==> src/bgs_pkg.sv <==
// shared types and codes of the bilinear grid sampler
package bgs_pkg;

    typedef enum logic
    {
        OP_WRITE  = 1'b0,
        OP_SAMPLE = 1'b1
    } opcode_t;

    typedef enum logic
    {
        CFG_GRID_COLS = 1'b0,
        CFG_GRID_ROWS = 1'b1
    } cfg_index_t;

    localparam int CFG_W = 8;
    localparam logic [CFG_W-1:0] GRID_DIM_RESET = 8'd128;
    localparam int VALUE_W = 32;
    localparam int QUERY_W = 15;
    localparam int INDEX_W = 7;
    // wide enough for any coordinate integer part and any grid dimension
    localparam int DIM_W = 16;

    typedef struct packed
    {
        opcode_t                    opcode;
        logic [INDEX_W-1:0]         write_col;
        logic [INDEX_W-1:0]         write_row;
        logic signed [VALUE_W-1:0]  write_value;
        logic [QUERY_W-1:0]         query_x;
        logic [QUERY_W-1:0]         query_y;
    } in_item_t;

    typedef struct packed
    {
        logic signed [VALUE_W-1:0]  sample_value;
        logic                       out_of_range;
    } out_item_t;

    // per-item control decoded at the front
    typedef struct packed
    {
        logic is_query;
        logic flagged;
        logic row_odd;
        logic col_odd;
    } bgs_ctl_t;

endpackage

==> src/bgs_decode.sv <==
// front decode: bounds check, bank parities and bank addresses of an item
module bgs_decode #(
    parameter int GRID_COLS       = 128,
    parameter int GRID_ROWS       = 128,
    parameter int COORD_FRAC_BITS = 8,
    parameter int ADDR_W          = 12
) (
    input  bgs_pkg::in_item_t                item,
    input  logic [bgs_pkg::CFG_W-1:0]        cols_in_use,
    input  logic [bgs_pkg::CFG_W-1:0]        rows_in_use,
    output bgs_pkg::bgs_ctl_t                ctl,
    output logic [3:0][ADDR_W-1:0]           addr,
    output logic [COORD_FRAC_BITS-1:0]       fx,
    output logic [COORD_FRAC_BITS-1:0]       fy
);

    import bgs_pkg::*;

    localparam int HALF_COLS = (GRID_COLS + 1) / 2;

    logic [DIM_W-1:0] qx_ext;
    logic [DIM_W-1:0] qy_ext;
    logic [DIM_W-1:0] x1;
    logic [DIM_W-1:0] y1;
    logic [DIM_W-1:0] cols_lim;
    logic [DIM_W-1:0] rows_lim;
    logic [DIM_W-1:0] wcol;
    logic [DIM_W-1:0] wrow;

    assign qx_ext = DIM_W'(item.query_x);
    assign qy_ext = DIM_W'(item.query_y);
    assign x1 = qx_ext >> COORD_FRAC_BITS;
    assign y1 = qy_ext >> COORD_FRAC_BITS;
    assign fx = qx_ext[COORD_FRAC_BITS-1:0];
    assign fy = qy_ext[COORD_FRAC_BITS-1:0];
    assign wcol = DIM_W'(item.write_col);
    assign wrow = DIM_W'(item.write_row);

    // register values above the built grid act as the built size
    assign cols_lim = (DIM_W'(cols_in_use) > DIM_W'(GRID_COLS)) ?
                      DIM_W'(GRID_COLS) : DIM_W'(cols_in_use);
    assign rows_lim = (DIM_W'(rows_in_use) > DIM_W'(GRID_ROWS)) ?
                      DIM_W'(GRID_ROWS) : DIM_W'(rows_in_use);

    always_comb
    begin
        ctl.is_query = (item.opcode == OP_SAMPLE);
        if (ctl.is_query)
        begin
            ctl.flagged = ((x1 + 1'b1) >= cols_lim) || ((y1 + 1'b1) >= rows_lim);
            ctl.col_odd = x1[0];
            ctl.row_odd = y1[0];
        end
        else
        begin
            // writes outside the built grid are dropped
            ctl.flagged = (wcol >= DIM_W'(GRID_COLS)) || (wrow >= DIM_W'(GRID_ROWS));
            ctl.col_odd = wcol[0];
            ctl.row_odd = wrow[0];
        end
    end

    // even banks hold the neighbor at (x1+1)>>1 when x1 is odd
    always_comb
    begin
        logic [DIM_W-1:0] rh;
        logic [DIM_W-1:0] ch;
        logic [31:0]      lin;
        logic [1:0]       bsel;
        for (int b = 0; b < 4; b++)
        begin
            bsel = 2'(b);
            if (ctl.is_query)
            begin
                rh = bsel[1] ? (y1 >> 1) : ((y1 + 1'b1) >> 1);
                ch = bsel[0] ? (x1 >> 1) : ((x1 + 1'b1) >> 1);
            end
            else
            begin
                rh = wrow >> 1;
                ch = wcol >> 1;
            end
            lin = 32'(rh) * 32'(HALF_COLS) + 32'(ch);
            addr[b] = lin[ADDR_W-1:0];
        end
    end

endmodule

==> config.mk <==
export PLATFORM = sky130hd
export DESIGN_NAME = bgs_decode
export DESIGN_NICKNAME = d
export VERILOG_FILES = /design/src/bgs_pkg.sv /design/src/bgs_decode.sv
export SDC_FILE = /design/constraint.sdc
export NUM_CORES = 1
export LEC_CHECK = 0
export BUFFER_PORTS_ARGS = -buffer_cell sky130_fd_sc_hd__buf_2
export CORE_UTILIZATION = 35
export DETAILED_ROUTE_END_ITERATION = 16
export PLACE_DENSITY = 0.84
export SYNTH_ARGS = -nofsm -noshare
export SYNTH_HDL_FRONTEND = slang
export SYNTH_SLANG_ARGS = --single-unit
==> constraint.sdc <==
create_clock -name vclk -period 3
set_clock_uncertainty 0.1 [all_clocks]
set_input_delay 0.6 -clock vclk [all_inputs]
set_output_delay 0.6 -clock vclk [all_outputs]
set_load 0.005 [all_outputs]
==> summary.txt <==
Run status
  • Status: complete, no violations

Global route
  • First-pass GRT wire length: about 5600 µm
  • Pin count of the biggest net entering global routing: 19
  • Gr usage total: 0.167
  • Initial antenna violation count: 0
  • Vias in the first global route: around 1,300
  • Global route total overflow: 0

Run
  • Max Cap Violations: 0

Floorplanning
  • I/O pin total: 161
  • Die width: 63.7 µm
  • Die Ht: 63.7 µm
  • Row cnt: 22
  • Starting Density: 0.364
  • Core Box Area: about 0.0037 mm²
  • DIE AREA: slightly above 0.004 mm²

Critical path
  • Startpoint Class: primary input
  • Crit path from: item[8]
  • Worst EP required: around 2300 ps
  • CP max FO: 3
  • Critical Path AT: approximately 2300 ps
  • Slowest cell on crit path: o31a_1
  • Worst setup EP type: output port
  • Most repeated library cell on the critical path: buf_4
  • Critical-path cell list: buf_4, ha_4, buf_4, xnor2_2, inv_1, ha_1, a211oi_1, nor3_1, o31a_1, buf_2
  • CP max stage delay: 300 ps
  • Crit path kind: primary input to output port

Synth
  • Synth top area share: 0.207
  • Synth area leaders: ha_1, buf_4, mux2_2
  • Synth top cells by count: buf_4, nand2_1, ha_1
  • Most common cell in the netlist: buf_4
  • Synthesized area: 0.00133 mm²
  • Ys Warns: 0
  • Avg Cell Area, Syn: around 7.7 µm²
  • Syn Nets: between 200 and 300
  • Leading area contributor after synthesis: ha_1
  • Sequential cell area fraction in the yosys report: 0
  • Cells after synthesis: between 150 and 200
  • Synth cell types: 35

Detailed routing
  • Vias per cell: 4.77
  • Drt first pass iters: 4
  • Via Count: 1,489
  • DRT antenna net count: 0
  • Drc violations: 0
  • Post-Route WL: between 3000 and 4000 µm
  • Drt initial violations: 59
  • Routed len/inst: ~12 µm

Final layout
  • Storage cell area: 0 µm²
  • Nets: 381
  • Multi-input logic area: around 0.0011 mm²
  • # diodes: 0
  • Area Growth Syn to Fin: 45.0%
  • Post-Layout Inst Area: roughly 0.0019 mm²
  • Layout cells sized above 1: 0.602
  • # fillers: ~370
  • Clock Buffer Count: 0
  • Seq cells: 0

Min path
  • Hold Crit Endpoint: fx[3]
  • Worst hold stages: 0
  • Worst Min Path Start: item[18]
  • Hold Crit Class: primary input to output port

Pwr
  • Total Power: a little under 0.0003 W
  • Power density cells: roughly 150 mW/mm²
  • Leakage power: 1.09 nW
  • Peak supply drop: slightly above 0.06 mV

Clock tree
  • Hold_buf cts: 0

STA
  • Slew Limit Headroom: 0.765
  • Hold Fails Final Rpt: 0
  • Setup tns final: 0 ps
  • Post-route clock period utilization: 0.988
  • Fin. max-slew vios: 0
  • Min cycle time layout: 2960 ps
  • Slew @ Worst Pin: 353 ps
  • Fmax: between 0.3 and 0.4 GHz
  • Setup violators final: 0
  • Unrepaired setup endpoints after global routing: yes

Placement
  • Routability cong.: ~0.83
  • DP HPWL: ~3100 µm
  • IO buf count: between 90 and 100
  • Post-DP Area: about 0.0018 mm²
## power breakdown
| group | switching, W | internal (W) |
|---|---|---|
| registers | 0 | 0 |
| clock network | 0 | 0 |
| logic | 0.000131 | 0.000160 |
## per-stage QoR
step	utilization	hold slack (ps)	setup slack [ps]	std cells
finish	0.527	1100	36.0	312
global route	0.527	1100	-90.3	312
CTS	0.503	1100	1.25	311
detailed placement	0.492	1100	-131	309
global placement	0.492	1100	-150	309
floorplan	-	1180	315	174
## placed cells by master, fill, tap and decap left out, types with 5 or more instances in the layout
| cell | n |
|---|---|
| buf_4 | 28 |
| inv_1 | 5 |
| xor2_1 | 8 |
| nor2b_1 | 6 |
| xnor2_1 | 6 |
| mux2_2 | 14 |
| nand2_1 | 24 |
| ha_1 | 21 |
| buf_2 | 92 |
| nand3_1 | 7 |
| nor2_1 | 5 |
## layer usage
metal	up-vias	routed length (µm)	track usage
met2	74	1960	0.338
met5	-	0	0
met1	655	1450	0.194
met4	0	15	0.00852
met3	2	264	0.0109
li1	758	-	-
## layout make-up
cell class / count / share of cell area
inverter: 5 / 0.00972
tap: 48 / 0.0311
timing repair buffer: 123 / 0.365
multi-input combinational: 136 / 0.594
## repair_timing
action	in CTS	in global routing
setup endpoints to repair	1	4
hold endpoints to repair	0	0
pin swaps	4	10
buffers inserted	2	1
gates resized for setup	5	17
## critical path, delay by kind of cell
family	cells	cell delay (ps)
AOI/OAI and AO/OA	2	500
xor gates and xnor gates	1	150
adders and majority gates	2	460
buffers and inverters	4	460
and+or+nand+nor	1	90
## logic make-up after synthesis
logic type / share of synthesized area
AO/OA/AOI/OAI: 0.0959
XOR/XNOR: 0.118
buffers and inverters: 0.199
AND/OR/NAND/NOR: 0.250
multiplexers: 0.130
adder cells (fa/ha/maj): 0.207
## worst max path at each step
stage                     endpoint  cells after the start
after floorplan             ctl[2]                      8
after global placement      ctl[2]                     10
after detailed placement    ctl[2]                     10
after CTS                   ctl[2]                     10
after global routing        ctl[2]                     10
final                       ctl[2]                     10
Power figures use the tool's default switching activity.
